--- src/gda_pkg.sv ---
`timescale 1ns / 1ps
// ----------------------------------------------------------------------------
// gda_pkg
// Shared types, widths, function codes and calendar tables for the
// Gregorian date arithmetic unit.
// ----------------------------------------------------------------------------
package gda_pkg;

  // Default upper year bound
  localparam int unsigned MAX_YEAR_DEF = 9999;

  // Internal widths (sized for the largest allowed year bound)
  localparam int YW  = 19;  // signed working year
  localparam int CW  = 26;  // day number of one date
  localparam int NW  = 27;  // signed sum or difference of day numbers
  localparam int YMW = 16;  // year reduced toward mod 400

  // Function codes
  localparam logic [2:0] FN_NORM       = 3'd0;
  localparam logic [2:0] FN_TO_COUNT   = 3'd1;
  localparam logic [2:0] FN_FROM_COUNT = 3'd2;
  localparam logic [2:0] FN_ADD_DATES  = 3'd3;
  localparam logic [2:0] FN_ADD_OFF    = 3'd4;
  localparam logic [2:0] FN_DIFF       = 3'd5;
  localparam logic [2:0] FN_CMP        = 3'd6;

  // Datapath commands
  typedef enum logic [4:0] {
    CMD_NONE,
    CMD_CAPTURE,
    CMD_LOAD_A,
    CMD_LOAD_B,
    CMD_WRAP,
    CMD_MOD_INIT,
    CMD_MOD_STEP,
    CMD_ROLL,
    CMD_SAT,
    CMD_P_INIT,
    CMD_DIV400,
    CMD_STORE_A,
    CMD_STORE_B,
    CMD_OP,
    CMD_FC_INIT,
    CMD_Q400,
    CMD_Q100,
    CMD_Q4,
    CMD_Q1,
    CMD_YEAR,
    CMD_MON,
    CMD_FSAT,
    CMD_FINISH
  } cmd_t;

  // Datapath status back to the controller
  typedef struct packed {
    logic wrap_done;
    logic mod_done;
    logic roll_done;
    logic div_done;
    logic has_fc;
    logic zero_count;
    logic q400_done;
    logic q100_done;
    logic q4_done;
    logic q1_done;
    logic mon_done;
  } status_t;

  // Days in a month
  function automatic logic [4:0] month_days(input logic leap, input logic [3:0] m);
    logic [4:0] n;
    case (m) inside
      4'd4, 4'd6, 4'd9, 4'd11: n = 5'd30;
      4'd2:                    n = leap ? 5'd29 : 5'd28;
      default:                 n = 5'd31;
    endcase
    return n;
  endfunction

  // Days in the months before m of a common year
  function automatic logic [8:0] days_before(input logic [3:0] m);
    logic [8:0] n;
    case (m)
      4'd2:    n = 9'd31;
      4'd3:    n = 9'd59;
      4'd4:    n = 9'd90;
      4'd5:    n = 9'd120;
      4'd6:    n = 9'd151;
      4'd7:    n = 9'd181;
      4'd8:    n = 9'd212;
      4'd9:    n = 9'd243;
      4'd10:   n = 9'd273;
      4'd11:   n = 9'd304;
      4'd12:   n = 9'd334;
      default: n = 9'd0;
    endcase
    return n;
  endfunction

  // Leap status from the year mod 400
  function automatic logic leap_of(input logic [8:0] ym);
    return (ym[1:0] == 2'd0) && (ym != 9'd100) && (ym != 9'd200) && (ym != 9'd300);
  endfunction

endpackage

--- src/gda_datapath.sv ---
`timescale 1ns / 1ps
// ----------------------------------------------------------------------------
// gda_datapath
// Working registers for date normalization, day-number conversion in both
// directions, and the result register. Driven one command per cycle.
// ----------------------------------------------------------------------------
module gda_datapath #(
  parameter int unsigned MAX_YEAR = gda_pkg::MAX_YEAR_DEF
) (
  input  logic                clk,
  input  gda_pkg::cmd_t       cmd,
  output gda_pkg::status_t    status,
  input  logic [2:0]          func,
  input  logic signed [10:0]  day_a,
  input  logic signed [8:0]   month_a,
  input  logic [13:0]         year_a,
  input  logic [4:0]          day_b,
  input  logic [3:0]          month_b,
  input  logic [13:0]         year_b,
  input  logic signed [22:0]  offset_days,
  output logic [4:0]          res_day,
  output logic [3:0]          res_month,
  output logic [13:0]         res_year,
  output logic [21:0]         day_count,
  output logic                a_greater,
  output logic                range_error
);
  import gda_pkg::*;

  localparam logic signed [YW-1:0] YONE     = YW'(1);
  localparam logic signed [YW-1:0] YMAX     = YW'(MAX_YEAR);
  localparam logic [8:0]           YMAX_MOD = 9'(MAX_YEAR % 400);

  // Captured request
  logic [2:0]         func_q;
  logic signed [10:0] day_a_q;
  logic signed [8:0]  month_a_q;
  logic [13:0]        year_a_q;
  logic [4:0]         day_b_q;
  logic [3:0]         month_b_q;
  logic [13:0]        year_b_q;
  logic signed [22:0] off_q;

  // Working registers
  logic [10:0]         d;
  logic signed [9:0]   m;
  logic signed [YW-1:0] y;
  logic [YMW-1:0]      ym;
  logic [NW-1:0]       r;
  logic [8:0]          q;
  logic [1:0]          q100;
  logic [4:0]          q4;
  logic [1:0]          q1;
  logic                fl;
  logic                err;
  logic [CW-1:0]       ca;
  logic [CW-1:0]       cb;
  logic [4:0]          ad, bd;
  logic [3:0]          am, bm;
  logic signed [YW-1:0] ay, by;

  // Combinational helpers
  logic               leap_n;
  logic [4:0]         ml;
  logic [4:0]         mlf;
  logic [15:0]        p;
  logic [1:0]         q100c;
  logic [CW-1:0]      cnt;
  logic signed [NW-1:0] ca_s, cb_s, off_s, nsum, nabs;
  logic [YW-1:0]      yr_fc;
  logic               gt;

  // Result next values
  logic [4:0]         res_day_next;
  logic [3:0]         res_month_next;
  logic [13:0]        res_year_next;
  logic [21:0]        day_count_next;
  logic               a_greater_next;
  logic               range_error_next;

  assign leap_n = leap_of(ym[8:0]);
  assign ml     = month_days(leap_n, m[3:0]);
  assign mlf    = month_days(fl, m[3:0]);
  assign p      = 16'(y - YONE);

  // Centuries left in p mod 400
  always_comb begin
    if (r >= NW'(300))      q100c = 2'd3;
    else if (r >= NW'(200)) q100c = 2'd2;
    else if (r >= NW'(100)) q100c = 2'd1;
    else                    q100c = 2'd0;
  end

  // Day number of the normalized date in d/m/y
  assign cnt = CW'(p) * CW'(365) + CW'(p[15:2]) - CW'({q, 2'b00}) - CW'(q100c)
             + CW'(q) + CW'(days_before(m[3:0])) + CW'(leap_n && (m > 10'sd2)) + CW'(d);

  // Day number operand selection
  assign ca_s  = $signed({1'b0, ca});
  assign cb_s  = $signed({1'b0, cb});
  assign off_s = {{(NW-23){off_q[22]}}, off_q};
  always_comb begin
    case (func_q)
      FN_FROM_COUNT: nsum = off_s;
      FN_ADD_DATES:  nsum = ca_s + cb_s;
      FN_ADD_OFF:    nsum = ca_s + off_s;
      default:       nsum = ca_s - cb_s;
    endcase
  end
  assign nabs = nsum[NW-1] ? -nsum : nsum;

  // Year from the cycle counts
  assign yr_fc = YW'(q) * YW'(400) + YW'(q100) * YW'(100) + YW'({q4, 2'b00})
               + YW'(q1) + YW'(1);

  // Date comparison
  always_comb begin
    if (ay != by)      gt = ay > by;
    else if (am != bm) gt = am > bm;
    else               gt = ad > bd;
  end

  // Result selection by function
  always_comb begin
    res_day_next     = '0;
    res_month_next   = '0;
    res_year_next    = '0;
    day_count_next   = '0;
    a_greater_next   = 1'b0;
    range_error_next = err;
    case (func_q)
      FN_NORM: begin
        res_day_next   = ad;
        res_month_next = am;
        res_year_next  = ay[13:0];
      end
      FN_TO_COUNT: day_count_next = ca[21:0];
      FN_CMP:      a_greater_next = gt;
      FN_FROM_COUNT, FN_ADD_DATES, FN_ADD_OFF, FN_DIFF: begin
        res_day_next   = d[4:0];
        res_month_next = m[3:0];
        res_year_next  = y[13:0];
      end
      default: range_error_next = 1'b0;
    endcase
  end

  // Status
  always_comb begin
    status.wrap_done  = (m >= 10'sd1) && (m <= 10'sd12);
    status.mod_done   = ym < YMW'(400);
    status.roll_done  = d <= 11'(ml);
    status.div_done   = r < NW'(400);
    status.has_fc     = (func_q == FN_FROM_COUNT) || (func_q == FN_ADD_DATES) ||
                        (func_q == FN_ADD_OFF) || (func_q == FN_DIFF);
    status.zero_count = r == '0;
    status.q400_done  = r < NW'(146097);
    status.q100_done  = (r < NW'(36524)) || (q100 == 2'd3);
    status.q4_done    = r < NW'(1461);
    status.q1_done    = (r < NW'(365)) || (q1 == 2'd3);
    status.mon_done   = (m == 10'sd12) || (d <= 11'(mlf));
  end

  // Register updates per command
  always_ff @(posedge clk) begin
    case (cmd)
      CMD_CAPTURE: begin
        func_q    <= func;
        day_a_q   <= day_a;
        month_a_q <= month_a;
        year_a_q  <= year_a;
        day_b_q   <= day_b;
        month_b_q <= month_b;
        year_b_q  <= year_b;
        off_q     <= offset_days;
        err       <= 1'b0;
      end
      CMD_LOAD_A: begin
        d <= day_a_q[10] ? 11'(-day_a_q) : 11'(day_a_q);
        m <= 10'(month_a_q);
        y <= $signed(YW'(year_a_q));
      end
      CMD_LOAD_B: begin
        d <= 11'(day_b_q);
        m <= $signed(10'(month_b_q));
        y <= $signed(YW'(year_b_q));
      end
      CMD_WRAP: begin
        if (m < 10'sd1) begin
          m <= m + 10'sd12;
          y <= y - YONE;
        end else if (m > 10'sd12) begin
          m <= m - 10'sd12;
          y <= y + YONE;
        end
      end
      CMD_MOD_INIT: begin
        ym <= (y < 0) ? YMW'(y + YW'(400)) : YMW'(y);
      end
      CMD_MOD_STEP: begin
        if (ym >= YMW'(400)) ym <= ym - YMW'(400);
      end
      CMD_ROLL: begin
        if (d > 11'(ml)) begin
          d <= d - 11'(ml);
          if (m == 10'sd12) begin
            m  <= 10'sd1;
            y  <= y + YONE;
            ym <= (ym == YMW'(399)) ? '0 : ym + YMW'(1);
          end else begin
            m <= m + 10'sd1;
          end
        end
      end
      CMD_SAT: begin
        if (y < YONE) begin
          d   <= 11'd1;
          m   <= 10'sd1;
          y   <= YONE;
          ym  <= YMW'(1);
          err <= 1'b1;
        end else if (y > YMAX) begin
          d   <= 11'd31;
          m   <= 10'sd12;
          y   <= YMAX;
          ym  <= YMW'(YMAX_MOD);
          err <= 1'b1;
        end
      end
      CMD_P_INIT: begin
        r <= NW'(p);
        q <= '0;
      end
      CMD_DIV400: begin
        if (r >= NW'(400)) begin
          r <= r - NW'(400);
          q <= q + 9'd1;
        end
      end
      CMD_STORE_A: begin
        ca <= cnt;
        ad <= d[4:0];
        am <= m[3:0];
        ay <= y;
      end
      CMD_STORE_B: begin
        cb <= cnt;
        bd <= d[4:0];
        bm <= m[3:0];
        by <= y;
      end
      CMD_OP: begin
        r <= NW'(nabs);
      end
      CMD_FC_INIT: begin
        if (r == '0) begin
          d <= '0;
          m <= 10'sd1;
          y <= YONE;
        end else begin
          r    <= r - NW'(1);
          q    <= '0;
          q100 <= '0;
          q4   <= '0;
          q1   <= '0;
        end
      end
      CMD_Q400: begin
        if (r >= NW'(146097)) begin
          r <= r - NW'(146097);
          q <= q + 9'd1;
        end
      end
      CMD_Q100: begin
        if ((r >= NW'(36524)) && (q100 != 2'd3)) begin
          r    <= r - NW'(36524);
          q100 <= q100 + 2'd1;
        end
      end
      CMD_Q4: begin
        if (r >= NW'(1461)) begin
          r  <= r - NW'(1461);
          q4 <= q4 + 5'd1;
        end
      end
      CMD_Q1: begin
        if ((r >= NW'(365)) && (q1 != 2'd3)) begin
          r  <= r - NW'(365);
          q1 <= q1 + 2'd1;
        end
      end
      CMD_YEAR: begin
        y  <= $signed(yr_fc);
        d  <= 11'(r) + 11'd1;
        m  <= 10'sd1;
        fl <= (q1 == 2'd3) && ((q4 != 5'd24) || (q100 == 2'd3));
      end
      CMD_MON: begin
        if ((m != 10'sd12) && (d > 11'(mlf))) begin
          d <= d - 11'(mlf);
          m <= m + 10'sd1;
        end
      end
      CMD_FSAT: begin
        if (y > YMAX) begin
          d   <= 11'd31;
          m   <= 10'sd12;
          y   <= YMAX;
          err <= 1'b1;
        end
      end
      CMD_FINISH: begin
        res_day     <= res_day_next;
        res_month   <= res_month_next;
        res_year    <= res_year_next;
        day_count   <= day_count_next;
        a_greater   <= a_greater_next;
        range_error <= range_error_next;
      end
      default: ;
    endcase
  end

endmodule

--- src/gda_ctrl.sv ---
`timescale 1ns / 1ps
// ----------------------------------------------------------------------------
// gda_ctrl
// Sequencer: normalizes date A then date B, converts each to a day number,
// runs the day-number-to-date steps when the function needs them, and
// hands the result to the output register.
// ----------------------------------------------------------------------------
module gda_ctrl (
  input  logic              clk,
  input  logic              rst,
  input  logic              in_valid,
  output logic              in_stall,
  output logic              out_valid,
  input  logic              out_stall,
  input  gda_pkg::status_t  status,
  output gda_pkg::cmd_t     cmd
);
  import gda_pkg::*;

  typedef enum logic [4:0] {
    S_IDLE, S_LOAD, S_WRAP, S_MOD_INIT, S_MOD, S_ROLL, S_SAT, S_P_INIT,
    S_DIV, S_STORE, S_OP, S_FC_INIT, S_Q400, S_Q100, S_Q4, S_Q1, S_YEAR,
    S_MON, S_FSAT, S_DONE
  } state_t;

  state_t state;
  logic   pass_b;
  logic   out_free;

  assign in_stall = state != S_IDLE;
  assign out_free = !out_valid || !out_stall;

  // Command decode
  always_comb begin
    unique case (state)
      S_IDLE:     cmd = in_valid ? CMD_CAPTURE : CMD_NONE;
      S_LOAD:     cmd = pass_b ? CMD_LOAD_B : CMD_LOAD_A;
      S_WRAP:     cmd = CMD_WRAP;
      S_MOD_INIT: cmd = CMD_MOD_INIT;
      S_MOD:      cmd = CMD_MOD_STEP;
      S_ROLL:     cmd = CMD_ROLL;
      S_SAT:      cmd = CMD_SAT;
      S_P_INIT:   cmd = CMD_P_INIT;
      S_DIV:      cmd = CMD_DIV400;
      S_STORE:    cmd = pass_b ? CMD_STORE_B : CMD_STORE_A;
      S_OP:       cmd = CMD_OP;
      S_FC_INIT:  cmd = CMD_FC_INIT;
      S_Q400:     cmd = CMD_Q400;
      S_Q100:     cmd = CMD_Q100;
      S_Q4:       cmd = CMD_Q4;
      S_Q1:       cmd = CMD_Q1;
      S_YEAR:     cmd = CMD_YEAR;
      S_MON:      cmd = CMD_MON;
      S_FSAT:     cmd = CMD_FSAT;
      S_DONE:     cmd = out_free ? CMD_FINISH : CMD_NONE;
      default:    cmd = CMD_NONE;
    endcase
  end

  // State and output valid
  always_ff @(posedge clk) begin
    if (rst) begin
      state     <= S_IDLE;
      pass_b    <= 1'b0;
      out_valid <= 1'b0;
    end else begin
      if ((state == S_DONE) && out_free) out_valid <= 1'b1;
      else if (out_valid && !out_stall)  out_valid <= 1'b0;
      unique case (state)
        S_IDLE: if (in_valid) begin
          pass_b <= 1'b0;
          state  <= S_LOAD;
        end
        S_LOAD:     state <= S_WRAP;
        S_WRAP:     if (status.wrap_done) state <= S_MOD_INIT;
        S_MOD_INIT: state <= S_MOD;
        S_MOD:      if (status.mod_done) state <= S_ROLL;
        S_ROLL:     if (status.roll_done) state <= S_SAT;
        S_SAT:      state <= S_P_INIT;
        S_P_INIT:   state <= S_DIV;
        S_DIV:      if (status.div_done) state <= S_STORE;
        S_STORE: begin
          if (!pass_b) begin
            pass_b <= 1'b1;
            state  <= S_LOAD;
          end else if (status.has_fc) begin
            state <= S_OP;
          end else begin
            state <= S_DONE;
          end
        end
        S_OP:       state <= S_FC_INIT;
        S_FC_INIT:  state <= status.zero_count ? S_DONE : S_Q400;
        S_Q400:     if (status.q400_done) state <= S_Q100;
        S_Q100:     if (status.q100_done) state <= S_Q4;
        S_Q4:       if (status.q4_done) state <= S_Q1;
        S_Q1:       if (status.q1_done) state <= S_YEAR;
        S_YEAR:     state <= S_MON;
        S_MON:      if (status.mon_done) state <= S_FSAT;
        S_FSAT:     state <= S_DONE;
        S_DONE:     if (out_free) state <= S_IDLE;
        default:    state <= S_IDLE;
      endcase
    end
  end

endmodule

--- src/gregorian_date_arithmetic.sv ---
`timescale 1ns / 1ps
// ----------------------------------------------------------------------------
// gregorian_date_arithmetic
// Proleptic Gregorian date unit: normalize, date to day number, day number
// to date, date sums and differences, and date compare.
// Throughput: one request at a time; the next is taken once the result is written.
// The time from accept to result valid, plus any wait of the finished
// result for the output register, is set by the subtract-and-count loops
// of the datapath: month
// wrap, year mod 400 and 400-year division per date, then the 400/100/4/1
// year cycle and month loops of the day-number-to-date conversion.
// A new request is taken while a finished result waits in the output register.
// Reset (rst, synchronous) clears the sequencer and the output valid only.
// ----------------------------------------------------------------------------
module gregorian_date_arithmetic #(
  parameter int unsigned MAX_YEAR = gda_pkg::MAX_YEAR_DEF
) (
  input  logic               clk,
  input  logic               rst,
  input  logic               in_valid,
  output logic               in_stall,
  input  logic [2:0]         func,
  input  logic signed [10:0] day_a,
  input  logic signed [8:0]  month_a,
  input  logic [13:0]        year_a,
  input  logic [4:0]         day_b,
  input  logic [3:0]         month_b,
  input  logic [13:0]        year_b,
  input  logic signed [22:0] offset_days,
  output logic               out_valid,
  input  logic               out_stall,
  output logic [4:0]         res_day,
  output logic [3:0]         res_month,
  output logic [13:0]        res_year,
  output logic [21:0]        day_count,
  output logic               a_greater,
  output logic               range_error
);
  import gda_pkg::*;

  cmd_t    cmd;
  status_t status;

  gda_ctrl u_ctrl (
    .clk       (clk),
    .rst       (rst),
    .in_valid  (in_valid),
    .in_stall  (in_stall),
    .out_valid (out_valid),
    .out_stall (out_stall),
    .status    (status),
    .cmd       (cmd)
  );

  gda_datapath #(
    .MAX_YEAR (MAX_YEAR)
  ) u_dp (
    .clk         (clk),
    .cmd         (cmd),
    .status      (status),
    .func        (func),
    .day_a       (day_a),
    .month_a     (month_a),
    .year_a      (year_a),
    .day_b       (day_b),
    .month_b     (month_b),
    .year_b      (year_b),
    .offset_days (offset_days),
    .res_day     (res_day),
    .res_month   (res_month),
    .res_year    (res_year),
    .day_count   (day_count),
    .a_greater   (a_greater),
    .range_error (range_error)
  );

endmodule

--- config.mk ---
export PLATFORM = sky130hd
export DESIGN_NAME = gregorian_date_arithmetic
export DESIGN_NICKNAME = d
export VERILOG_FILES = /design/src/gda_pkg.sv /design/src/gda_datapath.sv /design/src/gda_ctrl.sv /design/src/gregorian_date_arithmetic.sv
export SDC_FILE = /design/constraint.sdc
export NUM_CORES = 2
export LEC_CHECK = 0
export BUFFER_PORTS_ARGS = -buffer_cell sky130_fd_sc_hd__buf_2
export CORE_ASPECT_RATIO = 1.4
export CORE_MARGIN = 8
export CORE_UTILIZATION = 25
export CTS_BUF_LIST = sky130_fd_sc_hd__clkbuf_4 sky130_fd_sc_hd__clkbuf_8
export CTS_CLUSTER_DIAMETER = 60
export CTS_CLUSTER_SIZE = 20
export DETAILED_ROUTE_END_ITERATION = 8
export PLACE_DENSITY = 0.37
export SYNTH_ARGS = -nofsm -noshare
export SYNTH_HDL_FRONTEND = slang
export SYNTH_SLANG_ARGS = --single-unit
export TNS_END_PERCENT = 20
--- constraint.sdc ---
create_clock -name clk -period 13.22 [get_ports clk]
set_input_delay 2.644 -clock clk [delete_from_list [all_inputs] [get_ports clk]]
set_output_delay 2.644 -clock clk [all_outputs]
set_load 0.02 [all_outputs]
==> flow_metrics.tcl <==
set metrics [dict create \
    outcome "completed" \
    floorplan_die_width_um 316 \
    grt_util_all_layers_pct 18.5 \
    combinational_family_with_the_most_area_after_synthesis "adder cells" \
    finish.instance_area_sq_um 35600 \
    place.port_buffers 135 \
    detail_route.drc_violations 0 \
    area.growth.synth_to_final_pct 12.6 \
    slew_at_the_pin_with_the_worst_max_slew_slack_ps 1210 \
    hold_slack_ps 527 \
    clk_pin_slew_ps 100 \
    grt_first_pass_wirelength_um 191000 \
    drtIter0Drc 1586 \
    dr.pass1.iters 5 \
    library_cells_used_by_synthesis 94 \
    holdCritPathClass "reg -> reg" \
    cp-endpoint "u_dp.ca[25]" \
    cts.repair.resized 0 \
    start_util_pct 25.1 \
    timing.rr.end "u_dp.ca[25]" \
    setup_fix_bufs_post_cts 0 \
    initial_antenna_violation_count 3 \
    period_needed_ps 8960 \
    clkLatencyLatePin_ps 770 \
    worstPathMaxFanout 9 \
    timing.reg2reg.setup_slack_ps 4260 \
    worst_r2r_startpoint "u_dp.y[1]" \
    rd_place_congestion 0.923 \
    async_reset_ff_share_pct 0 \
    worstSetupPathType "reg -> reg" \
    seq_area_frac_synth_pct 33.4 \
    cts-root-buf "sky130_fd_sc_hd__clkbuf_8" \
    dp_hpwl_um 104000 \
    number_of_buffers_between_clock_root_and_the_deepest_sink 3 \
    setup.worst_path.end_class "register" \
    synth.mux.area_fraction_pct 0.939 \
    maxCapViolCount 0 \
    maxSlewViolCount 0 \
    netlist_instances 3414 \
    launch_point_of_the_critical_path "u_dp.y[1]" \
    ff2ff_path_depth 27 \
    yosys.area_share.adder_pct 19.2 \
    drive_gt1_share_pct 10.2 \
    htree_num_levels 2 \
    cts.sink_count 357 \
    final_core_utilization_pct 28.3 \
    cts_buffers 44 \
    final_min_period_over_clock_period_pct 67.8 \
    timing.slew.headroom_pct 19.4 \
    synth_flop_cell "sky130_fd_sc_hd__edfxtp_1" \
    totalNegativeSetupSlack_ps 0 \
    compound_cell_area_share_of_the_yosys_netlist_pct 19.1 \
    clock_skew_ps 63.1 \
    data_required_time_of_the_critical_path_ps 13710 \
    mappedNetlistNets 3913 \
    die_y_um 437 \
    vias_per_cell 5.18 \
    post_synth_instance_area_sq_um 31600 \
    final_nets 4017 \
    globalRoute.totalOverflow 0 \
    synth.yosys.warnings 0 \
    fp-row-count 154 \
    critPathLaunchType "register" \
    fmax_ghz 0.112 \
    timing.final.hold_violations 0 \
    rsz0062_at_grt "no" \
    post_cts_hold_buffer_count 0 \
    worstPathArrival_ps 9440 \
    die_area_sq_um 138000 \
    syn-mean-instance-area_sq_um 9.25 \
    antenna_left 0 \
    placeableCoreArea_sq_um 126000 \
    io_pins 136 \
    grt_max_degree 58 \
    synth_edf_count 341 \
    routed_via_count 26900 \
    xor_and_xnor_fraction_of_the_mapped_netlist_area_pct 5.55 \
    timing.final.setup_violations 0 \
    postSynthRegisterBits 357 \
    placed_area_sq_um 34400 \
    yosys.area_share.simple_pct 16.1 \
    routed_wl_um 131000 \
    cts_tree "yes" \
    grt_pass1_vias 27600 \
    routedWlPerCell_um 25.2 \
]
## final cells by class
class                   count  area (sq um)
fillers                 13500         90100
multi-input cells        2587         19300
diodes                      1          2.50
flip-flops and latches    357         10600
inverters                 318          1200
repair buffers            210          1240
clock inverters            35           566
well taps                1638          2050
clock buffers              46           627
## worst min-delay path by stage
stage                                 start          to  slack (ps)  cells past startpoint
after floorplan                   u_dp.d[2]  u_dp.ad[2]         440                      0
after global placement    u_dp.month_a_q[4]   u_dp.m[4]         500                      1
after detailed placement  u_dp.month_a_q[4]   u_dp.m[4]         500                      1
after CTS                 u_dp.month_a_q[4]   u_dp.m[4]         530                      1
after global routing      u_dp.month_a_q[4]   u_dp.m[4]         560                      1
final                     u_dp.month_a_q[8]   u_dp.m[8]         530                      2
## cell usage after synthesis, drive strengths merged, types with 8 or more instances
cell	count	share of area, %
edfxtp	341	32
inv	316	3.8
ha	292	12
nor2	276	3.3
nand2	254	3.0
o21ai	220	3.5
a21oi	219	3.5
clkbuf	134	1.6
xnor2	126	3.5
fa	120	7.6
nor3	84	1.4
nand3	83	1.3
xor2	74	2.1
and3	51	1.0
a31oi	49	0.97
and2	45	0.90
a21o	42	1.0
nand2b	42	0.83
o21a	37	0.88
or3	36	0.73
nor4	33	0.72
o221ai	33	0.93
a221oi	32	0.91
o22ai	29	0.57
nand4	27	0.53
nor2b	26	0.52
o211ai	26	0.62
a211oi	25	0.63
mux2i	24	0.76
o31ai	22	0.52
buf	18	0.29
or4	18	0.44
a22oi	17	0.40
o21bai	17	0.40
dfxtp	16	1.0
or2	16	0.32
a22o	15	0.42
a222oi	13	0.41
a2111oi	12	0.33
nor3b	11	0.29
a221o	10	0.32
a41oi	10	0.28
nor4b	10	0.30
a31o	9	0.25
o2111ai	8	0.22
## registers in the layout, summed over array words and instances, names as in the netlist, 9 cells and up, named ones only
name / flops
u_dp.ay: 19
u_dp.by: 19
u_dp.ca: 26
u_dp.cb: 26
u_dp.d: 11
u_dp.day_a_q: 11
u_dp.day_count: 22
u_dp.m: 10
u_dp.month_a_q: 9
u_dp.off_q: 23
u_dp.q: 9
u_dp.r: 27
u_dp.res_year: 14
u_dp.y: 19
u_dp.year_a_q: 14
u_dp.year_b_q: 14
u_dp.ym: 16
## placed cells by master (no fill, tap or decap), types with 51 or more instances in the layout
master	Yosys	final
sky130_fd_sc_hd__edfxtp_1	341	341
sky130_fd_sc_hd__nor3_1	83	80
sky130_fd_sc_hd__fa_1	120	120
sky130_fd_sc_hd__xnor2_1	126	125
sky130_fd_sc_hd__buf_4	1	75
sky130_fd_sc_hd__ha_1	292	292
sky130_fd_sc_hd__o21ai_0	211	211
sky130_fd_sc_hd__inv_1	316	314
sky130_fd_sc_hd__and3_1	51	51
sky130_fd_sc_hd__nand3_1	82	82
sky130_fd_sc_hd__nor2_1	276	272
sky130_fd_sc_hd__a21oi_1	219	219
sky130_fd_sc_hd__nand2_1	254	254
sky130_fd_sc_hd__xor2_1	74	73
sky130_fd_sc_hd__buf_2	10	135
## kinds of logic after synthesis
logic type               count (synthesis)
AO/OA/AOI/OAI                          914
XOR/XNOR                               200
adder cells (fa/ha/maj)                413
buffers and inverters                  470
flip-flops                             357
multiplexers                            29
AND/OR/NAND/NOR                       1031
## metal layers
layer  vias up  global-route usage (%)  part of all wire [%]
met5         -                       0                     0
met2       642                    34.0                    52
met3       176                    2.27                   3.8
met1     13400                    21.4                    40
met4         0                    7.42                   4.5
li1      12700                       -                     -
## worst max-delay path, stage by stage (launching register included)
cell                        delay, ps
sky130_fd_sc_hd__edfxtp_1         550
sky130_fd_sc_hd__inv_1            130
sky130_fd_sc_hd__ha_1             390
sky130_fd_sc_hd__and3_1           350
sky130_fd_sc_hd__nand2_1           90
sky130_fd_sc_hd__xor2_1           750
sky130_fd_sc_hd__inv_1            380
sky130_fd_sc_hd__fa_1             570
sky130_fd_sc_hd__inv_1             50
sky130_fd_sc_hd__fa_1             450
sky130_fd_sc_hd__fa_1             480
sky130_fd_sc_hd__fa_1             490
sky130_fd_sc_hd__inv_1             50
sky130_fd_sc_hd__fa_1             500
sky130_fd_sc_hd__fa_1             500
sky130_fd_sc_hd__ha_1             370
sky130_fd_sc_hd__o21a_1           130
sky130_fd_sc_hd__o21ai_0           80
sky130_fd_sc_hd__nand2b_1         130
sky130_fd_sc_hd__a31o_2           200
sky130_fd_sc_hd__a31o_2           160
sky130_fd_sc_hd__a21oi_1           80
sky130_fd_sc_hd__o21ai_0          270
sky130_fd_sc_hd__nand2_1          140
sky130_fd_sc_hd__a2111oi_0        660
sky130_fd_sc_hd__a2111oi_0        170
sky130_fd_sc_hd__or3_1            420
sky130_fd_sc_hd__xnor2_1          150
## metrics by stage
step / instances / worst slack, ps
global route: 5192 / 3870
global placement: 5110 / 4560
finish: 5192 / 4260
CTS: 5191 / 4310
detailed placement: 5110 / 4330
floorplan: 3414 / 5380
Power is left out: the tool's default activity adds up to more than one toggle a clock period on the data nets, which glitch-free logic cannot reach.
